### src/hdl/ctrm_ram.sv
// ctrm_ram: generic simple dual-port RAM, one write port, one registered read.
// No dependencies.
`timescale 1ns / 1ps

module ctrm_ram #(
    parameter int WIDTH = 8,
    parameter int DEPTH = 16
) (
    input  logic                     i_clk,
    input  logic                     i_we,
    input  logic [$clog2(DEPTH)-1:0] i_wa,
    input  logic [WIDTH-1:0]         i_wd,
    input  logic [$clog2(DEPTH)-1:0] i_ra,
    output logic [WIDTH-1:0]         o_rd
);

    logic [WIDTH-1:0] r_mem [DEPTH];
    logic [WIDTH-1:0] r_rd;

    always_ff @(posedge i_clk) begin
        if (i_we) begin
            r_mem[i_wa] <= i_wd;
        end
        r_rd <= r_mem[i_ra];
    end

    assign o_rd = r_rd;

endmodule

### config.mk
export PLATFORM = sky130hd
export DESIGN_NAME = ctrm_ram
export DESIGN_NICKNAME = d
export VERILOG_FILES = /design/src/hdl/ctrm_ram.sv
export SDC_FILE = /design/constraint.sdc
export NUM_CORES = 1
export LEC_CHECK = 0
export ABC_AREA = 1
export ABC_CLOCK_PERIOD_IN_PS = 1300
export BUFFER_PORTS_ARGS = -buffer_cell sky130_fd_sc_hd__buf_2
export CAP_MARGIN = 20
export CORE_ASPECT_RATIO = 0.5
export CORE_MARGIN = 2
export CORE_UTILIZATION = 55
export CTS_CLUSTER_DIAMETER = 50
export DETAILED_ROUTE_END_ITERATION = 10
export HOLD_SLACK_MARGIN = 0.15
export PLACE_DENSITY = 0.72
export SLEW_MARGIN = 20
export SYNTH_ARGS = -nofsm -noshare
export SYNTH_HDL_FRONTEND = slang
export SYNTH_SLANG_ARGS = --single-unit
export TNS_END_PERCENT = 1
### constraint.sdc
create_clock -name i_clk -period 1.3 [get_ports i_clk]
set_input_delay 0.195 -clock i_clk [delete_from_list [all_inputs] [get_ports i_clk]]
set_output_delay 0.195 -clock i_clk [all_outputs]
set_load 0.005 [all_outputs]
==> impl_metrics.env, run 1 <==
export IMPL_r2r_start="r_mem[3][2]$_DFFE_PP_"
export IMPL_worstSetupPathType="in2reg"
export IMPL_dp_hpwl_mm=7.62
export IMPL_drt_first_iter_violations=494
export IMPL_tns_ns=0
export IMPL_finalCritPeriodShare_pct=93.8
export IMPL_rsz0062_at_grt="no"
export IMPL_drive_gt1_share_pct=13.7
export IMPL_slowest_delay_ns=0.54
export IMPL_via_per_inst=5.22
export IMPL_dieArea_um2=11400
export IMPL_crit_required_ns=1.64
export IMPL_grt_max_degree=65
export IMPL_ys_top_cells_by_count="nand2_1, edfxtp_1, inv_1, nand3_1, nor2_1"
export IMPL_antenna_left=0
export IMPL_hold_violations=0
export IMPL_finalSetupViolCount=0
export IMPL_synth_most_common_cell="nand2_1"
export IMPL_cap_violations=0
export IMPL_dp_cells=719
export IMPL_period_needed_ns=1.22
export IMPL_whs_ns=0.188
export IMPL_cts_tree="built"
export IMPL_power_frac_seq_pct=47.0
export IMPL_async_flop_share_pct=0
export IMPL_grt_busiest_layer="met2"
export IMPL_grt_overflow_total=0
export IMPL_swShare_pct=20.5
export IMPL_path_max_fanout=9
export IMPL_min_delay_start="i_wd[3]"
export IMPL_wl_mm=12.9
export IMPL_synthToLayoutAreaGrowth_pct=17.6
export IMPL_die_w_um=149
export IMPL_die_height_um=76.4
export IMPL_end_kind="flip-flop"
export IMPL_synth_avg_cell_area_um2=10.5
export IMPL_insertion_delay_ns=0.41
export IMPL_start_kind="input port"
export IMPL_cts_root_buf="clkbuf_16"
export IMPL_ys_seq_area_share_pct=69.4
export IMPL_grt_pass1_wl_mm=20.0
export IMPL_insertedDiodeCount=0
export IMPL_vias=3923
export IMPL_power_density_nw_per_um2=1550
export IMPL_power_share_clock_pct=47.1
export IMPL_rr_endpoint="o_rd[2]$_DFF_P_"
export IMPL_start_util_pct=56.5
export IMPL_p_leak_uw=0.00298
export IMPL_relSlewSlack_pct=76.6
export IMPL_synth_area_um2=5770
export IMPL_critPathBufInv=3
export IMPL_ioPinCount=26
export IMPL_use_met3_pct=6.71
export IMPL_rr_worst_depth=6
export IMPL_use_met1_pct=35.4
export IMPL_worst_ir_drop_vdd_uv=831
export IMPL_status="complete, no violations"
export IMPL_cp_arrival_ns=1.56
export IMPL_num_rows=26
export IMPL_yosysWarningCount=0
export IMPL_synthTopCellsByArea="edfxtp_1, nand2_1, nand3_1, inv_1, dfxtp_1"
export IMPL_path_clk_slew_ns=0.06
export IMPL_slew_violations=0
export IMPL_post_cts_resized=0
export IMPL_synth_largest_area_cell="edfxtp_1"
export IMPL_switching_power_uw=2150
export IMPL_worstPathCellList="dlygate4sd3_1 -> buf_2 -> inv_1 -> nand3_1 -> nand2_1"
export IMPL_skew_ns=0.00601
export IMPL_r2r_setup_slack_ns=0.22
export IMPL_min_path_cells=1
export IMPL_routedWlPerCell_um=17.2
export IMPL_worst_pin_slew_ns=0.351
export IMPL_place_area_um2=6150
export IMPL_antenna_found_initial=0
export IMPL_route_detailed_drc=0
export IMPL_grt_use_total_pct=24.4
export IMPL_cts_htree_levels=4
export IMPL_synthCells=551
export IMPL_postLayoutCoreUtil_pct=66.4
export IMPL_ys_seq_elements=136
export IMPL_synth_edf_count=128
export IMPL_fmax_mhz=820
export IMPL_ys_flop_type="edfxtp_1"
export IMPL_clockBufferDepth=2
export IMPL_io_buffer_count=25
export IMPL_grt_pass1_vias=3634
export IMPL_crit_family="buffers and inverters"
export IMPL_fp_coreArea_um2=10200
export IMPL_routabilityCongestion=0.862
export IMPL_synth_cell_types=12
export IMPL_fin_area_um2=6780
export IMPL_fin_nets=617
export IMPL_hold_path_endpoint="r_mem[8][3]$_DFFE_PP_"
export IMPL_p_int_uw=8360
export IMPL_cts_buffers=17
export IMPL_p_comb_share_pct=5.9
export IMPL_cts_sinks=136
export IMPL_dr_pass1_iters=5
export IMPL_crit_slowest_cell="dlygate4sd3_1"
export IMPL_syn_nets=569
export IMPL_grt_use_met2_pct=35.6
export IMPL_stdcell_count=752
export IMPL_hp_class="in2reg"
export IMPL_synth_top_area_share_pct=66.7
## worst register-to-register path, cell delays in order, from the launching register on
cell      delay (ns)
edfxtp_1        0.37
inv_1           0.07
nand2_1         0.05
nand3_1         0.11
nand3_1         0.09
nand3_1         0.19
nand2_1         0.08
## power by group through the flow
| stage | registers (µW) | clock network, µW | logic [µW] |
|---|---|---|---|
| 3_5_place_dp | 5030 | 0 | 607 |
| 2_1_floorplan | 5020 | 0 | 346 |
| 5_1_grt | 4950 | 5170 | 685 |
| 3_3_place_gp | 5030 | 0 | 595 |
| 4_1_cts | 4940 | 4980 | 619 |
| 6_report | 4940 | 4950 | 621 |
## worst max path at each step
stage	start	endpoint	slack, ns	depth (start not counted)
final	i_ra[3]	o_rd[2]$_DFF_P_	0.08	5
after global routing	i_ra[3]	o_rd[2]$_DFF_P_	0.05	5
after CTS	i_ra[3]	o_rd[2]$_DFF_P_	0.09	5
after detailed placement	i_ra[0]	o_rd[2]$_DFF_P_	0.0006	8
after global placement	i_ra[0]	o_rd[2]$_DFF_P_	0.05	7
after floorplan	i_wa[2]	r_mem[10][0]$_DFFE_PP_	0.15	2
## per-layer routing
layer	routed length (µm)	vias to the layer above
met2	5850	160
met3	1050	17
met4	156	0
met1	5880	1876
li1	-	1870
met5	0	-
## metrics by stage
step	total power (µW)	setup WS, ns
floorplan	5370	0.154
global placement	5620	0.0506
detailed placement	5640	0.000599
CTS	10500	0.0898
global route	10800	0.0467
finish	10500	0.0806
## flip-flops by register name, summed over array words and instances, names as in the netlist
| name | flops |
|---|---|
| o_rd | 8 |
| r_mem | 128 |
## what timing repair did
| action | CTS | global route |
|---|---|---|
| hold buffers | 1 | 0 |
| buffers inserted | 0 | 0 |
| hold endpoints to repair | 2 | 0 |
## cells in the final DEF, fill, tap and decap left out, types with 5 or more instances in the layout
| master | synthesis | final |
|---|---|---|
| clkbuf_16 | 0 | 17 |
| clkbuf_8 | 0 | 5 |
| buf_4 | 4 | 23 |
| dfxtp_1 | 8 | 8 |
| buf_2 | 13 | 25 |
| edfxtp_1 | 128 | 128 |
| nand2_1 | 173 | 173 |
| nand3_1 | 97 | 97 |
| inv_1 | 100 | 100 |
| nor2_1 | 17 | 17 |
## kinds of logic after synthesis
family	Yosys count	share of synthesized area (%)
AND/OR/NAND/NOR	289	21.0
flip-flops	136	69.4
buffers and inverters	126	9.52
## area by class of cell
class / count / area, µm²
clock buffers: 24 / 502
clock inverters: 8 / 118
fillers: 739 / 3430
inverters: 102 / 383
multi-input cells: 289 / 1210
flip-flops and latches: 136 / 4000
well taps: 140 / 175
repair buffers: 53 / 388
Note: power is estimated with default switching activity, not from simulation.
==> run 2: changes to the inputs <==
--- a/config.mk
+++ b/config.mk
@@ -16,6 +16,7 @@
 export DETAILED_ROUTE_END_ITERATION = 10
 export HOLD_SLACK_MARGIN = 0.15
 export PLACE_DENSITY = 0.72
+export RECOVER_POWER = 100
 export SLEW_MARGIN = 20
 export SYNTH_ARGS = -nofsm -noshare
 export SYNTH_HDL_FRONTEND = slang
==> constraint.sdc (replaced) <==
create_clock -name i_clk -period 1.3 [get_ports i_clk]
set_input_delay 0.195 -clock i_clk [delete_from_list [all_inputs] [get_ports i_clk]]
set_output_delay 0.195 -clock i_clk [all_outputs]
set_load 0.1 [all_outputs]
==> run 2 against run 1 <==
Final cell count is the same. First-iteration DRC count grew 11%. Worst hold slack lost 0.013 ns. Sequential power is essentially flat. Total power grew 1.5%. Critical endpoint is now o_rd[0]. Largest cell class unchanged. Largest power group is now registers. Highest routed layer unchanged.
==> impl_metrics.env, run 2 (synthesized netlist as in run 1, its figures left out) <==
export IMPL_regMostFlops="r_mem"
export IMPL_clockBufferDepth=2
export IMPL_synthToLayoutAreaGrowth_pct=16.7
export IMPL_routedWlPerCell_um=18.1
export IMPL_postLayoutCoreUtil_pct=65.9
export IMPL_worstSetupPathType="reg2out"
export IMPL_crit_cells=1
export IMPL_slew_violations=0
export IMPL_dp_hpwl_mm=8.13
export IMPL_final_common_cell="nand2_1"
export IMPL_grt_pass1_vias=3807
export IMPL_skew_ns=0.00683
export IMPL_start_kind="flip-flop"
export IMPL_drive_gt1_share_pct=8.50
export IMPL_slowest_delay_ns=0.42
export IMPL_fp_coreArea_um2=10200
export IMPL_min_path_cells=3
export IMPL_period_needed_ns=1.28
export IMPL_die_w_um=149
export IMPL_finalCritPeriodShare_pct=98.8
export IMPL_crit_family="flip-flops"
export IMPL_io_buffer_count=25
export IMPL_routabilityCongestion=0.836
export IMPL_critPathBufInv=1
export IMPL_power_density_nw_per_um2=1590
export IMPL_grt_pass1_wl_mm=21.2
export IMPL_num_rows=26
export IMPL_grt_max_degree=65
export IMPL_final_cell_mix="nand2_1, edfxtp_1, inv_1, nand3_1, clkbuf_1"
export IMPL_finalPower_uw=10700
export IMPL_worst_ir_drop_vdd_uv=873
export IMPL_dr_pass1_iters=7
export IMPL_cts_buffers=17
export IMPL_relSlewSlack_pct=42.1
export IMPL_tns_ns=0
export IMPL_path_clk_slew_ns=0.05
export IMPL_insertion_delay_ns=0.41
export IMPL_cts_root_buf="clkbuf_16"
export IMPL_cap_violations=0
export IMPL_cts_sinks=136
export IMPL_fin_nets=618
export IMPL_fillers=751
export IMPL_path_max_fanout=1
export IMPL_fmax_mhz=779
export IMPL_fin_area_um2=6730
export IMPL_worst_pin_slew_ns=0.868
export IMPL_crit_required_ns=1.11
export IMPL_ioPinCount=26
export IMPL_cts_tree="built"
export IMPL_cts_htree_levels=4
export IMPL_p_leak_uw=0.00288
export IMPL_die_height_um=76.4
export IMPL_hp_class="in2reg"
export IMPL_via_per_inst=5.36
export IMPL_cp_arrival_ns=1.09
export IMPL_crit_slowest_cell="dfxtp_1"
export IMPL_route_detailed_drc=0
export IMPL_rsz0062_at_grt="no"
export IMPL_stdcell_count=752
export IMPL_grt_use_total_pct=25.6
export IMPL_post_cts_setup_buffers=0
export IMPL_antenna_left=0
export IMPL_status="complete, no violations"
export IMPL_antenna_found_initial=0
export IMPL_insertedDiodeCount=0
export IMPL_dp_cells=719
export IMPL_grt_overflow_total=0
export IMPL_worstPathCellList="buf_6"
export IMPL_dieArea_um2=11400
export IMPL_drt_first_iter_violations=547
export IMPL_largest_reg_flops=128
export IMPL_finalSetupViolCount=0
export IMPL_start_util_pct=56.5
export IMPL_place_area_um2=6210
export IMPL_end_kind="output pin"
export IMPL_wl_mm=13.6
export IMPL_vias=4031
export IMPL_hold_violations=0
export IMPL_rr_worst_depth=6
run 2: changes by cell type in the layout (fill, tap and decap cells not counted), moves of 3 or more:
| cell | before | now |
|---|---|---|
| buf_2 | 25 | 5 |
| buf_4 | 23 | 10 |
| buf_6 | 0 | 3 |
| clkbuf_1 | 2 | 29 |
| clkbuf_8 | 5 | 0 |
| clkinv_1 | 0 | 4 |
run 2: stage by stage:
| step | hold WS, ns | worst slack [ns] |
|---|---|---|
| floorplan | 0.294 | 0.154 |
| global placement | 0.570 | 0.0502 |
| detailed placement | 0.574 | -0.0146 |
| CTS | 0.162 | 0.00180 |
| global route | 0.172 | 0.0110 |
| finish | 0.175 | 0.0162 |
run 2: layer usage:
metal	global-route usage [%]	vias to the layer above	part of all wire [%]
met5	0	-	0
met4	8.76	0	1.7
met3	6.65	20	9.6
met2	38.3	232	47
met1	36.8	1906	42
li1	-	1873	-
run 2: area by class of cell:
class | count | area, µm² | share of cell area, %
Inverter | 102 | 383 | 5.69
Tap cell | 140 | 175 | 2.60
Clock inverter | 12 | 158 | 2.34
Timing Repair Buffer | 54 | 363 | 5.39
Clock buffer | 19 | 433 | 6.43
Sequential cell | 136 | 4000 | 59.5
Multi-Input combinational cell | 289 | 1210 | 18.0
run 2: power breakdown:
| part | total [µW] | switching (µW) | internal [µW] |
|---|---|---|---|
| combinational | 859 | 641 | 219 |
| clock | 4860 | 1710 | 3160 |
| sequential | 4950 | 40.8 | 4910 |
run 2: path summary, 6_finish.rpt:
path                                        end  slack [ns]                   start
worst max-delay path                    o_rd[0]        0.02         o_rd[0]$_DFF_P_
worst min-delay path            o_rd[0]$_DFF_P_        0.17                 i_ra[3]
worst max register to register  o_rd[2]$_DFF_P_        0.18   r_mem[1][2]$_DFFE_PP_
worst min register to register  o_rd[7]$_DFF_P_        0.65  r_mem[10][7]$_DFFE_PP_
run 2: repair_timing:
item	in CTS	in global routing
endpoints found under the hold margin	2	0
setup endpoints to repair	4	1
hold buffers	2	0
resized for setup	5	2
==> run 3: changes to the inputs <==
--- a/config.mk
+++ b/config.mk
@@ -12,6 +12,7 @@
 export CORE_ASPECT_RATIO = 0.5
 export CORE_MARGIN = 2
 export CORE_UTILIZATION = 55
+export CTS_BUF_LIST = sky130_fd_sc_hd__clkbuf_4 sky130_fd_sc_hd__clkbuf_8
 export CTS_CLUSTER_DIAMETER = 50
 export DETAILED_ROUTE_END_ITERATION = 10
 export HOLD_SLACK_MARGIN = 0.15
==> run 3 against run 2 <==
Global-route usage down 0.53 points. Die area stayed put. Register-to-register slack improved by 0.10 ns. Sequential share of layout area grew 1.3 points. Core utilization is 1.4 points lower. Final area decreased by 2.1%. Routed wire length down 2.2%.
==> impl_metrics.env, run 3 (synthesized netlist as in run 1, its figures left out) <==
export IMPL_end_kind="output pin"
export IMPL_rsz0062_at_grt="no"
export IMPL_regMostFlops="r_mem"
export IMPL_period_needed_ns=1.28
export IMPL_fp_coreArea_um2=10200
export IMPL_cap_violations=0
export IMPL_grt_max_degree=65
export IMPL_relSlewSlack_pct=42.3
export IMPL_largest_reg_flops=128
export IMPL_worstPathCellList="buf_12"
export IMPL_dieArea_um2=11400
export IMPL_hold_violations=0
export IMPL_start_util_pct=56.5
export IMPL_die_height_um=76.4
export IMPL_crit_slowest_cell="dfxtp_1"
export IMPL_synthToLayoutAreaGrowth_pct=14.3
export IMPL_final_common_cell="nand2_1"
export IMPL_cp_arrival_ns=1.09
export IMPL_path_clk_slew_ns=0.08
export IMPL_cts_sinks=136
export IMPL_num_rows=26
export IMPL_cts_buffers=17
export IMPL_grt_overflow_total=0
export IMPL_io_buffer_count=25
export IMPL_worst_ir_drop_vdd_uv=664
export IMPL_status="complete, no violations"
export IMPL_critPathBufInv=1
export IMPL_crit_family="flip-flops"
export IMPL_grt_pass1_wl_mm=20.7
export IMPL_route_detailed_drc=0
export IMPL_cts_htree_levels=4
export IMPL_finalCritPeriodShare_pct=98.5
export IMPL_via_per_inst=5.29
export IMPL_final_cell_mix="nand2_1, edfxtp_1, inv_1, nand3_1, clkbuf_1"
export IMPL_worst_slack_ns=0.0196
export IMPL_crit_required_ns=1.11
export IMPL_insertion_delay_ns=0.44
export IMPL_whs_ns=0.268
export IMPL_slew_violations=0
export IMPL_fin_nets=620
export IMPL_worstSetupPathType="reg2out"
export IMPL_start_kind="flip-flop"
export IMPL_vias=3990
export IMPL_worst_pin_slew_ns=0.865
export IMPL_cts_tree="built"
export IMPL_path_max_fanout=1
export IMPL_hp_class="in2reg"
export IMPL_routedWlPerCell_um=17.7
export IMPL_ioPinCount=26
export IMPL_insertedDiodeCount=0
export IMPL_finalSetupViolCount=0
export IMPL_die_w_um=149
export IMPL_grt_pass1_vias=3733
export IMPL_post_cts_setup_buffers=0
export IMPL_drive_gt1_share_pct=9.12
export IMPL_cts_root_buf="clkbuf_8"
export IMPL_skew_ns=0.0101
export IMPL_wl_mm=13.3
export IMPL_antenna_found_initial=0
export IMPL_fmax_mhz=781
export IMPL_dp_worst_setup_slack_ns=-0.0146
export IMPL_p_leak_uw=0.00281
export IMPL_slowest_delay_ns=0.44
export IMPL_place_area_um2=6210
export IMPL_grt_use_total_pct=25.1
export IMPL_routabilityCongestion=0.836
export IMPL_drt_first_iter_violations=492
export IMPL_clockBufferDepth=2
export IMPL_tns_ns=0
export IMPL_fin_area_um2=6590
export IMPL_dp_hpwl_mm=8.13
export IMPL_antenna_left=0
export IMPL_dr_pass1_iters=5
export IMPL_power_density_nw_per_um2=1430
## run 3: changes by cell type in the layout (fill, tap and decap cells not counted), moves of 2 or more
cell	previous run	this run
clkbuf_16	17	0
clkbuf_8	0	17
buf_6	3	6
buf_4	10	8
dlygate4sd3_1	2	4
## run 3: final timing paths
check | start | end | slack [ns] | depth (start not counted)
setup / recovery | o_rd[0]$_DFF_P_ | o_rd[0] | 0.02 | 1
hold / removal | i_ra[2] | o_rd[1]$_DFF_P_ | 0.27 | 5
setup reg to reg | r_mem[3][2]$_DFFE_PP_ | o_rd[2]$_DFF_P_ | 0.28 | 6
hold reg to reg | r_mem[10][7]$_DFFE_PP_ | o_rd[7]$_DFF_P_ | 0.66 | 6
## run 3: through the flow
step                      util, %  power (µW)  std cells
final                        64.5        9440        754
after global routing         64.5        9730        754
after CTS                    65.5        9500        754
after detailed placement     60.8        5900        719
after global placement       60.8        5880        719
after floorplan                 -        5570        551
## run 3: worst register-to-register path, cell delays in order, from the launching register on
cell and delay (ns):
edfxtp_1 0.38, inv_1 0.07, nand2_1 0.06, nand3_1 0.10, nand3_1 0.08, nand3_2 0.14
nand2_1 0.08
## run 3: timing repair
action / CTS / global route
pin swaps: 0 / 0
hold endpoints to repair: 36 / 0
endpoints found under the setup margin: 4 / 3
gates resized for setup: 8 / 6
hold buffers: 4 / 0
## run 3: routing by layer
metal	up-vias	GRT usage (%)	wire [µm]	share of wire, %
met5	-	0	0	0
met4	0	7.71	219	1.6
met3	23	6.59	1210	9.1
met2	194	37.3	6100	46
met1	1897	36.6	5790	43
li1	1876	-	-	-
## run 3: layout make-up
class | count | area (µm²)
Sequential cell | 136 | 4010
Fill cell | 796 | 3620
Multi-Input combinational cell | 289 | 1220
Timing Repair Buffer | 56 | 398
Inverter | 102 | 387
Clock buffer | 19 | 249
Tap cell | 140 | 175
Clock inverter | 12 | 158
## run 3: power by group
group | switching, µW | total [µW] | leakage (µW) | internal (µW)
registers | 43.5 | 4940 | 0.00122 | 4900
logic | 635 | 870 | 0.00138 | 235
clock network | 1540 | 3630 | 0.000206 | 2080
