==> src/hdl/ctrm_pkg.sv <==
// ctrm_pkg: shared constants and payload/memory-command types for the
// Cartesian-tree range-maximum engine. No dependencies.
`timescale 1ns / 1ps

package ctrm_pkg;

    localparam int MAX_ENTRIES = 1024;
    localparam int NODE_W      = $clog2(MAX_ENTRIES + 1);
    localparam int ADDR_W      = $clog2(MAX_ENTRIES);
    localparam int VALUE_W     = 30;
    localparam int POS_W       = 11;
    localparam int CMP_W       = (NODE_W > POS_W) ? NODE_W : POS_W;

    localparam logic [NODE_W-1:0] MAX_NODE = NODE_W'(MAX_ENTRIES);

    localparam logic KIND_APPEND = 1'b0;
    localparam logic KIND_QUERY  = 1'b1;

    typedef struct packed {
        logic               kind;
        logic [VALUE_W-1:0] value;
        logic [POS_W-1:0]   left_position;
        logic [POS_W-1:0]   right_position;
    } t_req;

    typedef struct packed {
        logic [VALUE_W-1:0] max_value;
        logic               error;
    } t_rsp;

    typedef struct packed {
        logic [ADDR_W-1:0]  rd_addr;
        logic               val_we;
        logic [ADDR_W-1:0]  val_wa;
        logic [VALUE_W-1:0] val_wd;
        logic               lc_we;
        logic [ADDR_W-1:0]  lc_wa;
        logic [NODE_W-1:0]  lc_wd;
        logic               rc_we;
        logic [ADDR_W-1:0]  rc_wa;
        logic [NODE_W-1:0]  rc_wd;
        logic               pl_we;
        logic [ADDR_W-1:0]  pl_wa;
        logic [NODE_W-1:0]  pl_wd;
    } t_mem_cmd;

    typedef struct packed {
        logic [VALUE_W-1:0] value;
        logic [NODE_W-1:0]  lc;
        logic [NODE_W-1:0]  rc;
        logic [NODE_W-1:0]  pl;
    } t_mem_rd;

endpackage

==> src/hdl/ctrm_ctrl.sv <==
// ctrm_ctrl: sequencer for append climbs and query descents, with the shared
// compare unit and the result register. Depends on ctrm_pkg.
`timescale 1ns / 1ps

module ctrm_ctrl
    import ctrm_pkg::*;
(
    input  logic     i_clk,
    input  logic     i_rst_n,
    input  logic     i_req_valid,
    output logic     o_req_ready,
    input  t_req     i_req,
    output logic     o_rsp_valid,
    input  logic     i_rsp_ready,
    output t_rsp     o_rsp,
    output t_mem_cmd o_mem,
    input  t_mem_rd  i_rd
);

    typedef enum logic [2:0] {
        S_IDLE,
        S_AINIT,
        S_AWAIT,
        S_ACMP,
        S_AFIX,
        S_QWAIT,
        S_QCMP,
        S_EMIT
    } t_state;

    t_state             r_state;
    logic [VALUE_W-1:0] r_val;
    logic [POS_W-1:0]   r_lo;
    logic [POS_W-1:0]   r_hi;
    logic [NODE_W-1:0]  r_node;
    logic [NODE_W-1:0]  r_cur;
    logic [NODE_W-1:0]  r_moved;
    logic [NODE_W-1:0]  r_root;
    logic [NODE_W-1:0]  r_last;
    logic [NODE_W-1:0]  r_count;
    t_rsp               r_res;
    t_rsp               r_out;
    logic               r_out_valid;

    logic [POS_W-1:0]   req_lo;
    logic [POS_W-1:0]   req_hi;
    logic               req_bad;
    logic               cmp_lt;
    logic               cur_below;
    logic               cur_in;
    logic [NODE_W-1:0]  desc_next;
    logic               load_out;

    function automatic logic [ADDR_W-1:0] node_addr(input logic [NODE_W-1:0] n);
        logic [NODE_W-1:0] t;
        t = n - NODE_W'(1);
        return t[ADDR_W-1:0];
    endfunction

    assign req_lo  = (i_req.left_position < i_req.right_position) ?
                     i_req.left_position : i_req.right_position;
    assign req_hi  = (i_req.left_position < i_req.right_position) ?
                     i_req.right_position : i_req.left_position;
    assign req_bad = (req_lo == '0) || (CMP_W'(req_hi) > CMP_W'(r_count));

    // shared compare unit
    assign cmp_lt    = i_rd.value < r_val;
    assign cur_below = CMP_W'(r_cur) < CMP_W'(r_lo);
    assign cur_in    = !cur_below && (CMP_W'(r_cur) <= CMP_W'(r_hi));
    assign desc_next = cur_below ? i_rd.rc : i_rd.lc;

    assign load_out  = (r_state == S_EMIT) && (!r_out_valid || i_rsp_ready);

    always_comb begin
        o_mem         = '0;
        o_mem.rd_addr = node_addr(r_cur);
        o_mem.val_wa  = node_addr(r_node);
        o_mem.val_wd  = r_val;
        o_mem.lc_wa   = node_addr(r_node);
        o_mem.rc_wa   = node_addr(r_node);
        o_mem.pl_wa   = node_addr(r_node);
        case (r_state)
            S_AINIT: begin
                o_mem.val_we = 1'b1;
                o_mem.lc_we  = 1'b1;
                o_mem.rc_we  = 1'b1;
                o_mem.pl_we  = 1'b1;
            end
            S_ACMP: begin
                if (cmp_lt) begin
                    if (i_rd.pl == '0) begin
                        o_mem.pl_we = 1'b1;
                        o_mem.pl_wa = node_addr(r_cur);
                        o_mem.pl_wd = r_node;
                        o_mem.lc_we = 1'b1;
                        o_mem.lc_wd = r_cur;
                    end
                end else begin
                    o_mem.pl_we = 1'b1;
                    o_mem.pl_wd = r_cur;
                    o_mem.lc_we = 1'b1;
                    o_mem.lc_wd = i_rd.rc;
                    o_mem.rc_we = 1'b1;
                    o_mem.rc_wa = node_addr(r_cur);
                    o_mem.rc_wd = r_node;
                end
            end
            S_AFIX: begin
                o_mem.pl_we = 1'b1;
                o_mem.pl_wa = node_addr(r_moved);
                o_mem.pl_wd = r_node;
            end
            default: begin
            end
        endcase
    end

    always_ff @(posedge i_clk) begin
        if (!i_rst_n) begin
            r_state     <= S_IDLE;
            r_root      <= '0;
            r_last      <= '0;
            r_count     <= '0;
            r_out_valid <= 1'b0;
        end else begin
            if (load_out) begin
                r_out_valid <= 1'b1;
                r_out       <= r_res;
            end else if (i_rsp_ready) begin
                r_out_valid <= 1'b0;
            end
            case (r_state)
                S_IDLE: begin
                    if (i_req_valid) begin
                        r_val <= i_req.value;
                        r_lo  <= req_lo;
                        r_hi  <= req_hi;
                        if (i_req.kind == KIND_APPEND) begin
                            if (r_count == MAX_NODE) begin
                                r_res.max_value <= '0;
                                r_res.error     <= 1'b1;
                                r_state         <= S_EMIT;
                            end else begin
                                r_node  <= r_count + NODE_W'(1);
                                r_state <= S_AINIT;
                            end
                        end else if (req_bad) begin
                            r_res.max_value <= '0;
                            r_res.error     <= 1'b1;
                            r_state         <= S_EMIT;
                        end else begin
                            r_cur   <= r_root;
                            r_state <= S_QWAIT;
                        end
                    end
                end
                S_AINIT: begin
                    r_count <= r_node;
                    if (r_node == NODE_W'(1)) begin
                        r_root  <= r_node;
                        r_last  <= r_node;
                        r_state <= S_IDLE;
                    end else begin
                        r_cur   <= r_last;
                        r_state <= S_AWAIT;
                    end
                end
                S_AWAIT: begin
                    r_state <= S_ACMP;
                end
                S_ACMP: begin
                    if (cmp_lt) begin
                        if (i_rd.pl == '0) begin
                            r_root  <= r_node;
                            r_last  <= r_node;
                            r_state <= S_IDLE;
                        end else begin
                            r_cur   <= i_rd.pl;
                            r_state <= S_AWAIT;
                        end
                    end else begin
                        r_moved <= i_rd.rc;
                        if (i_rd.rc == '0) begin
                            r_last  <= r_node;
                            r_state <= S_IDLE;
                        end else begin
                            r_state <= S_AFIX;
                        end
                    end
                end
                S_AFIX: begin
                    r_last  <= r_node;
                    r_state <= S_IDLE;
                end
                S_QWAIT: begin
                    r_state <= S_QCMP;
                end
                S_QCMP: begin
                    if (cur_in) begin
                        r_res.max_value <= i_rd.value;
                        r_res.error     <= 1'b0;
                        r_state         <= S_EMIT;
                    end else if (desc_next == '0) begin
                        r_res.max_value <= '0;
                        r_res.error     <= 1'b1;
                        r_state         <= S_EMIT;
                    end else begin
                        r_cur   <= desc_next;
                        r_state <= S_QWAIT;
                    end
                end
                S_EMIT: begin
                    if (load_out) begin
                        r_state <= S_IDLE;
                    end
                end
                default: begin
                    r_state <= S_IDLE;
                end
            endcase
        end
    end

    assign o_req_ready = (r_state == S_IDLE);
    assign o_rsp_valid = r_out_valid;
    assign o_rsp       = r_out;

    assert property (@(posedge i_clk) disable iff (!i_rst_n)
        (r_state == S_IDLE) |-> (r_last == r_count))
        else $error("last node out of step with entry count");

    assert property (@(posedge i_clk) disable iff (!i_rst_n)
        (r_count == '0) == (r_root == '0))
        else $error("root presence disagrees with entry count");

    assert property (@(posedge i_clk) disable iff (!i_rst_n)
        (r_state == S_ACMP) |-> ((r_cur != '0) && (r_cur < r_node)))
        else $error("climb reached an invalid node");

    assert property (@(posedge i_clk) disable iff (!i_rst_n)
        (r_state == S_QWAIT) |-> ((r_cur != '0) && (r_cur <= r_count)))
        else $error("descent reached an invalid node");

endmodule

==> config.mk <==
export PLATFORM = sky130hd
export DESIGN_NAME = ctrm_ctrl
export DESIGN_NICKNAME = d
export VERILOG_FILES = /design/src/hdl/ctrm_pkg.sv /design/src/hdl/ctrm_ctrl.sv
export SDC_FILE = /design/constraint.sdc
export NUM_CORES = 1
export LEC_CHECK = 0
export ABC_CLOCK_PERIOD_IN_PS = 11000
export BUFFER_PORTS_ARGS = -buffer_cell sky130_fd_sc_hd__buf_2
export CAP_MARGIN = 20
export CORE_MARGIN = 2
export CORE_UTILIZATION = 53
export CTS_BUF_LIST = sky130_fd_sc_hd__clkbuf_16
export DETAILED_ROUTE_END_ITERATION = 10
export GPL_TIMING_DRIVEN = 1
export PLACE_DENSITY_LB_ADDON = 0.15
export REMOVE_ABC_BUFFERS = 1
export SLEW_MARGIN = 0
export SYNTH_ARGS = -nofsm -noshare
export SYNTH_HDL_FRONTEND = slang
export SYNTH_SLANG_ARGS = --single-unit
==> constraint.sdc <==
create_clock -name i_clk -period 11 [get_ports i_clk]
set_clock_uncertainty 0.05 [all_clocks]
set_input_delay 3.3 -clock i_clk [delete_from_list [all_inputs] [get_ports i_clk]]
set_output_delay 3.3 -clock i_clk [all_outputs]
set_load 0.03 [all_outputs]
==> results of run 1 <==
## how the worst max path moves through the flow
stage,start,endpoint,slack (ps),cells after the start
after global placement,i_rd[62],o_mem[37],1090,11
after global routing,i_rd[62],o_mem[3],1330,10
after CTS,i_rd[62],o_mem[37],1020,11
final,i_rd[62],o_mem[3],1460,10
after detailed placement,i_rd[62],o_mem[37],1020,11
after floorplan,i_rd[62],o_mem[36],1840,7
## layout by cell type, fill, tap and decap left out, types with 4 or more instances in the layout
cell type,netlist,final
sky130_fd_sc_hd__buf_2,11,269
sky130_fd_sc_hd__edfxtp_1,146,146
sky130_fd_sc_hd__inv_1,100,100
sky130_fd_sc_hd__nand2_1,97,97
sky130_fd_sc_hd__ha_1,77,77
sky130_fd_sc_hd__a21oi_1,75,75
sky130_fd_sc_hd__nor2_1,49,49
sky130_fd_sc_hd__and2_1,39,39
sky130_fd_sc_hd__dfxtp_1,37,37
sky130_fd_sc_hd__nand3_1,34,34
sky130_fd_sc_hd__o21ai_0,29,29
sky130_fd_sc_hd__mux2i_1,25,25
sky130_fd_sc_hd__xnor2_1,20,20
sky130_fd_sc_hd__a22o_1,20,20
sky130_fd_sc_hd__nor3_1,21,19
sky130_fd_sc_hd__nor4_1,19,19
sky130_fd_sc_hd__nor2b_1,18,17
sky130_fd_sc_hd__clkbuf_16,0,17
sky130_fd_sc_hd__a211oi_1,14,14
sky130_fd_sc_hd__o32ai_1,13,13
sky130_fd_sc_hd__xor2_1,12,12
sky130_fd_sc_hd__mux2_2,12,12
sky130_fd_sc_hd__nand4_1,11,11
sky130_fd_sc_hd__buf_4,12,9
sky130_fd_sc_hd__nand2b_1,8,8
sky130_fd_sc_hd__o221ai_1,8,8
sky130_fd_sc_hd__o21ai_1,5,5
sky130_fd_sc_hd__inv_8,0,5
sky130_fd_sc_hd__a21o_1,4,4
sky130_fd_sc_hd__a31oi_1,4,4
sky130_fd_sc_hd__o211ai_1,4,4
sky130_fd_sc_hd__and3_1,5,4
sky130_fd_sc_hd__nor3_2,2,4
sky130_fd_sc_hd__o21a_1,4,4
## power by group through the flow
stage,clock network (mW),logic [mW],registers [mW]
6_report,0.601,0.699,0.920
5_1_grt,0.634,0.759,0.926
4_1_cts,0.606,0.676,0.926
3_5_place_dp,0,0.672,0.942
3_3_place_gp,0,0.662,0.939
2_1_floorplan,0,0.442,0.935
## cell type report
type                            count  area share
Multi-Input combinational cell    676      0.3722
Timing Repair Buffer              280      0.1168
Sequential cell                   183      0.4074
Antenna cell                        2   0.0003979
Inverter                          101     0.03014
Tap cell                          265     0.02636
Clock buffer                       17     0.03382
Clock inverter                     15     0.01283
## stage by stage
step / cell area, um^2 / power, mW / cells / worst slack [ps] / util
after floorplan: 10170 / 1.377 / 960 / 1837 / -
after global placement: 11930 / 1.602 / 1503 / 1090 / 0.6151
after detailed placement: 11930 / 1.614 / 1503 / 1023 / 0.6151
after CTS: 12520 / 2.208 / 1535 / 1019 / 0.6453
after global routing: 12580 / 2.319 / 1539 / 1329 / 0.6484
final: 12580 / 2.219 / 1539 / 1461 / 0.6484
## cell families after synthesis
group | after synthesis | synth area share
AOI/OAI and AO/OA | 206 | 0.1344
xor gates and xnor gates | 32 | 0.02684
adders and majority gates | 77 | 0.09225
buffers and inverters | 157 | 0.06278
DFF | 183 | 0.4907
muxes | 39 | 0.03906
and+or+nand+nor | 322 | 0.1539
## per-layer routing
metal	global-route usage	share of wire	vias to the layer above
li1	-	-	4149
met1	0.3636	0.41	4074
met2	0.4829	0.49	377
met3	0.05430	0.076	59
met4	0.09198	0.026	0
met5	0	0	-
## worst max-delay path: stages
cell	delay, ps
sky130_fd_sc_hd__buf_2	100
sky130_fd_sc_hd__ha_1	300
sky130_fd_sc_hd__nand4_1	120
sky130_fd_sc_hd__nor3_1	410
sky130_fd_sc_hd__nand3_1	190
sky130_fd_sc_hd__a221o_2	440
sky130_fd_sc_hd__nand3_2	340
sky130_fd_sc_hd__nand2b_1	410
sky130_fd_sc_hd__a22o_1	390
sky130_fd_sc_hd__buf_2	190
## flip-flops by register name, summed over array words and instances (netlist names)
name and cells:
r_cur 11, r_root 11, r_res 31, o_rsp 31, r_state 3, r_last 11
o_rsp_valid 1, r_count 11, r_lo 11, r_node 11, r_val 30, r_hi 11
r_moved 10
==> metrics.md, run 1 <==
| Metric | Value |
|---|---|
| Final cycle utilization of the critical path | `0.8672` |
| Type of the worst setup path | `in -> out` |
| Total Nets Final | `1456` |
| Final number of setup-violating endpoints | `0` |
| H-tree levels | `4` |
| Initial antenna violation count | `2` |
| Via count of the routed design | `8659` |
| Count of state elements after synthesis | `183` |
| Ports placed on the boundary | `270` |
| Total iterations of the first detailed-routing run | `7` |
| Clock tree from TritonCTS | `yes` |
| Most numerous cell types in the synthesized netlist | `sky130_fd_sc_hd__edfxtp_1, sky130_fd_sc_hd__inv_1, sky130_fd_sc_hd__nand2_1, sky130_fd_sc_hd__ha_1, sky130_fd_sc_hd__a21oi_1` |
| Average wire length per cell after detail routing | `19.55 um` |
| CP Capture Type | `output pin` |
| Count of fill cells added during filler insertion | `1646` |
| FF-to-FF path depth | `9` |
| Shortest clock period the worst path allows after layout | `9539 ps` |
| Required @ worst endpoint | `7650 ps` |
| Maximum number of pins on one net before global-route repair | `53` |
| Worst skew pair latency | `430 ps` |
| Post-synth EDFFs | `146` |
| Die ar. | `20840 um^2` |
| Area of the multi-input gates | `4682 um^2` |
| Peak supply drop | `0.1074 mV` |
| Area of the core | `19400 um^2` |
| Most common cell in the netlist | `sky130_fd_sc_hd__edfxtp_1` |
| Die boundary height | `144.4 um` |
| Number of CTS-inserted buffers | `17` |
| Setup TNS | `0 ps` |
| Total wirelength of the detailed-routed design | `30090 um` |
| Count of distinct cell types in the synthesized netlist | `69` |
| Max-slew violations | `0` |
| Proportion of total power due to net switching | `0.3729` |
| Max-capacitance violation count | `0` |
| Endpoint, Worst Hold | `o_rsp[23]` |
| Tot GR Track Use | `0.2829` |
| Type of origin of the critical path | `primary input` |
| Post-route ant nets | `0` |
| Synth area leaders | `sky130_fd_sc_hd__edfxtp_1, sky130_fd_sc_hd__ha_1, sky130_fd_sc_hd__dfxtp_1` |
| Clock power frac | `0.271` |
| Ratio of total power to cell area | `176.4 nW/um^2` |
| Initial core utilization | `0.5384` |
| Endpoint of the worst-slack reg-to-reg timing path | `r_res[23]` |
| Post-Synthesis Cell Area | `10440 um^2` |
| Share of power burned in combinational logic | `0.315` |
| Core Rows | `51` |
| DRC Markers | `0` |
| Chip width | `144.4 um` |
| Total gr overflow | `0` |
| Post-synthesis area per instance | `10.28 um^2` |
| Main flop type after synthesis | `sky130_fd_sc_hd__edfxtp_1` |
| Beginning of the worst hold path | `r_res[23]` |
| RSZ-0062 raised after global routing | `no` |
| Area added between synthesis and finish | `20.44%` |
| Hold slack final | `364.4 ps` |
| DRC marker count from the first detailed-route iteration | `815` |
| Slew at the pin closest to its max-slew limit | `1063 ps` |
| Wire length of the first global-routing pass | `44030 um` |
| Count of hold-fix buffers inserted at cts | `0` |
| Cell-internal power | `1.392 mW` |
| Share of Yosys cell area claimed by the top area cell type | `0.4198` |
| Switching power | `827.6 uW` |
| Clk pin slew, worst setup/hold paths | `70 ps` |
| Worst reg-to-reg setup slack | `7320 ps` |
| Run status | `completed` |
| Clk root buf | `sky130_fd_sc_hd__clkbuf_16` |
| Post-CTS setup buffer count | `0` |
| CTS Sinks | `183` |
| Register area share after synthesis | `0.4907` |
| Buffers added on ports | `269` |
| Hold Path Cell Cnt | `0` |
| Proportion of power drawn by flip-flops and latches | `0.414` |
| Worst Path Max Fanout | `16` |
| Longest Clk Path Bufs | `2` |
| Achievable frequency | `104.8 MHz` |
| Final Wtd Congestion | `0.9074` |
| Average vias per placed instance | `5.626` |
| Worst r2r src | `r_cur[8]` |
| Cell type with the highest aggregate area in the netlist | `sky130_fd_sc_hd__edfxtp_1` |
| Hold WC Path Type | `reg -> reg` |
| Via count of the first global-routing pass | `8045` |
| Data arrival time of the critical path | `6190 ps` |
| Number of failing hold endpoints at the final stage | `0` |
| Total area of sequential cells | `5125 um^2` |
| Gates resized, CTS repair | `0` |
| Warnings from Yosys | `0` |
| Leakage power | `5.468 nW` |
| Estimated wirelength of the detail-placed design | `22860 um` |
| Worst max-slew margin expressed relative to the limit | `0.2910` |
| Number of instances in the synthesized netlist | `1016` |
| Proportion of register bits with asynchronous set or reset after synthesis | `0` |
| Layout cell share with drive strength beyond 1 | `0.2712` |
Note: power is estimated with default switching activity, not from simulation.
==> run 2: changes to the inputs <==
--- a/config.mk
+++ b/config.mk
@@ -6,7 +6,7 @@
 export NUM_CORES = 1
 export LEC_CHECK = 0
 export ABC_CLOCK_PERIOD_IN_PS = 11000
-export BUFFER_PORTS_ARGS = -buffer_cell sky130_fd_sc_hd__buf_2
+export BUFFER_PORTS_ARGS = -buffer_cell sky130_fd_sc_hd__buf_4
 export CAP_MARGIN = 20
 export CORE_MARGIN = 2
 export CORE_UTILIZATION = 53
==> run 2 against run 1 <==
Against the previous run:
- final cell count is 0.13% lower
- power up 2.4%
- first-iteration DRC count shrank 11%
- highest routed layer unchanged
- non-clock buffer count unchanged
- worst hold slack gained 5.7 ps
- largest cell class unchanged
- sequential share of layout area is 2.0 points lower
- sequential power is essentially flat
==> metrics.md, run 2 (synthesized netlist as in run 1, its figures left out) <==
| Metric | Value |
|---|---|
| Ports placed on the boundary | `270` |
| Total Nets Final | `1456` |
| Total wirelength of the detailed-routed design | `30950 um` |
| Type of the worst setup path | `in -> out` |
| Clock tree from TritonCTS | `yes` |
| Type of origin of the critical path | `primary input` |
| Shortest clock period the worst path allows after layout | `9529 ps` |
| Hold WC Path Type | `reg -> reg` |
| Max-slew violations | `0` |
| RSZ-0062 raised after global routing | `no` |
| Clk root buf | `sky130_fd_sc_hd__clkbuf_16` |
| Peak supply drop | `0.1142 mV` |
| Cell-internal power | `1.435 mW` |
| Max-capacitance violation count | `0` |
| Initial core utilization | `0.5384` |
| Endpoint of the worst-slack reg-to-reg timing path | `r_res[23]` |
| Total iterations of the first detailed-routing run | `6` |
| FF-to-FF path depth | `9` |
| Via count of the first global-routing pass | `8110` |
| Total area of sequential cells | `5125 um^2` |
| Estimated wirelength of the detail-placed design | `23540 um` |
| Proportion of total power due to net switching | `0.3685` |
| Final Wtd Congestion | `0.8994` |
| Wire length of the first global-routing pass | `45160 um` |
| Share of power burned in combinational logic | `0.327` |
| CP Capture Type | `output pin` |
| Most frequent cells in the layout | `sky130_fd_sc_hd__buf_4, sky130_fd_sc_hd__edfxtp_1, sky130_fd_sc_hd__inv_1` |
| Data arrival time of the critical path | `6180 ps` |
| Post-route ant nets | `0` |
| Count of hold-fix buffers inserted at cts | `0` |
| Switching power | `837.3 uW` |
| Worst skew pair latency | `440 ps` |
| Tot GR Track Use | `0.2910` |
| DRC marker count from the first detailed-route iteration | `722` |
| Area of the multi-input gates | `4682 um^2` |
| Worst reg-to-reg setup slack | `7370 ps` |
| Die boundary height | `144.4 um` |
| Number of failing hold endpoints at the final stage | `0` |
| Count of fill cells added during filler insertion | `1578` |
| Number of CTS-inserted buffers | `17` |
| H-tree levels | `4` |
| Final number of setup-violating endpoints | `0` |
| Proportion of power drawn by flip-flops and latches | `0.405` |
| CTS Sinks | `183` |
| Initial antenna violation count | `0` |
| Beginning of the worst hold path | `r_res[17]` |
| Clk pin slew, worst setup/hold paths | `70 ps` |
| Ratio of total power to cell area | `171.7 nW/um^2` |
| Slew at the pin closest to its max-slew limit | `1037 ps` |
| Longest Clk Path Bufs | `2` |
| Slack of the critical path | `1471 ps` |
| Area of the core | `19400 um^2` |
| Maximum number of pins on one net before global-route repair | `53` |
| Setup Slack @ Placement | `1501 ps` |
| Leakage power | `5.657 nW` |
| Commonest non-fill, non-tap cell in the layout | `sky130_fd_sc_hd__buf_4` |
| Clock power frac | `0.269` |
| Final core utilization | `0.6819` |
| Total power consumption of the routed design | `2.272 mW` |
| Area added between synthesis and finish | `26.66%` |
| Die ar. | `20840 um^2` |
| Average vias per placed instance | `5.668` |
| Buffers added on ports | `269` |
| Setup TNS | `0 ps` |
| Endpoint, Worst Hold | `o_rsp[17]` |
| Total gr overflow | `0` |
| Chip width | `144.4 um` |
| Post-CTS setup buffer count | `0` |
| Final cycle utilization of the critical path | `0.8663` |
| Worst Path Max Fanout | `16` |
| Worst r2r src | `r_cur[8]` |
| Core Rows | `51` |
| Required @ worst endpoint | `7650 ps` |
| Achievable frequency | `104.9 MHz` |
| Average wire length per cell after detail routing | `20.13 um` |
| Final antenna diode count | `0` |
| Via count of the routed design | `8711` |
| Hold Path Cell Cnt | `0` |
| Run status | `completed` |
| Worst max-slew margin expressed relative to the limit | `0.3085` |
| Layout cell share with drive strength beyond 1 | `0.2712` |
| Gates resized, CTS repair | `0` |
| DRC Markers | `0` |
[run 2: routing by layer]
metal / global-route usage / vias up / part of all wire
met3: 0.05132 / 75 / 0.085
met2: 0.4891 / 406 / 0.49
met5: 0 / - / 0
met1: 0.3703 / 4085 / 0.39
met4: 0.1262 / 0 / 0.036
li1: - / 4145 / -
[run 2: final cells by class]
class                   count  area share
repair buffers            280      0.1589
clock inverters            15     0.01381
clock buffers              17     0.03216
multi-input cells         676      0.3540
well taps                 265     0.02507
flip-flops and latches    183      0.3874
inverters                 101     0.02866
[run 2: how the worst max path moves through the flow]
stage,start,endpoint,slack [ps],cells after the start
after global routing,i_rd[62],o_mem[7],1290,10
after floorplan,i_rd[62],o_mem[36],1840,7
after CTS,i_rd[62],o_mem[7],1500,10
after detailed placement,i_rd[62],o_mem[7],1500,10
final,i_rd[62],o_mem[7],1470,10
after global placement,i_rd[62],o_mem[8],1560,10
[run 2: power groups by stage]
stage	logic (mW)	registers [mW]	clock network, mW
6_report	0.742	0.919	0.610
5_1_grt	0.806	0.924	0.643
4_1_cts	0.740	0.917	0.617
3_5_place_dp	0.733	0.933	0
3_3_place_gp	0.723	0.930	0
2_1_floorplan	0.442	0.935	0
[run 2: worst max-delay path, stage by stage]
cell and delay [ps]:
sky130_fd_sc_hd__buf_4 110, sky130_fd_sc_hd__ha_1 310, sky130_fd_sc_hd__nand4_1 140, sky130_fd_sc_hd__nor3_1 360, sky130_fd_sc_hd__nand3_1 190, sky130_fd_sc_hd__a221o_2 440, sky130_fd_sc_hd__nand3_2 330, sky130_fd_sc_hd__nand2b_1 450
sky130_fd_sc_hd__a22o_1 380, sky130_fd_sc_hd__buf_4 170
[run 2: metrics by stage]
step           cell area, um^2  std cells  hold WS, ps
6_report                 13230       1537        370.1
5_1_grt                  13230       1537        375.6
4_1_cts                  13230       1537        371.0
3_5_place_dp             12620       1505        354.5
3_3_place_gp             12620       1505        350.5
2_1_floorplan            10170        960        350.3
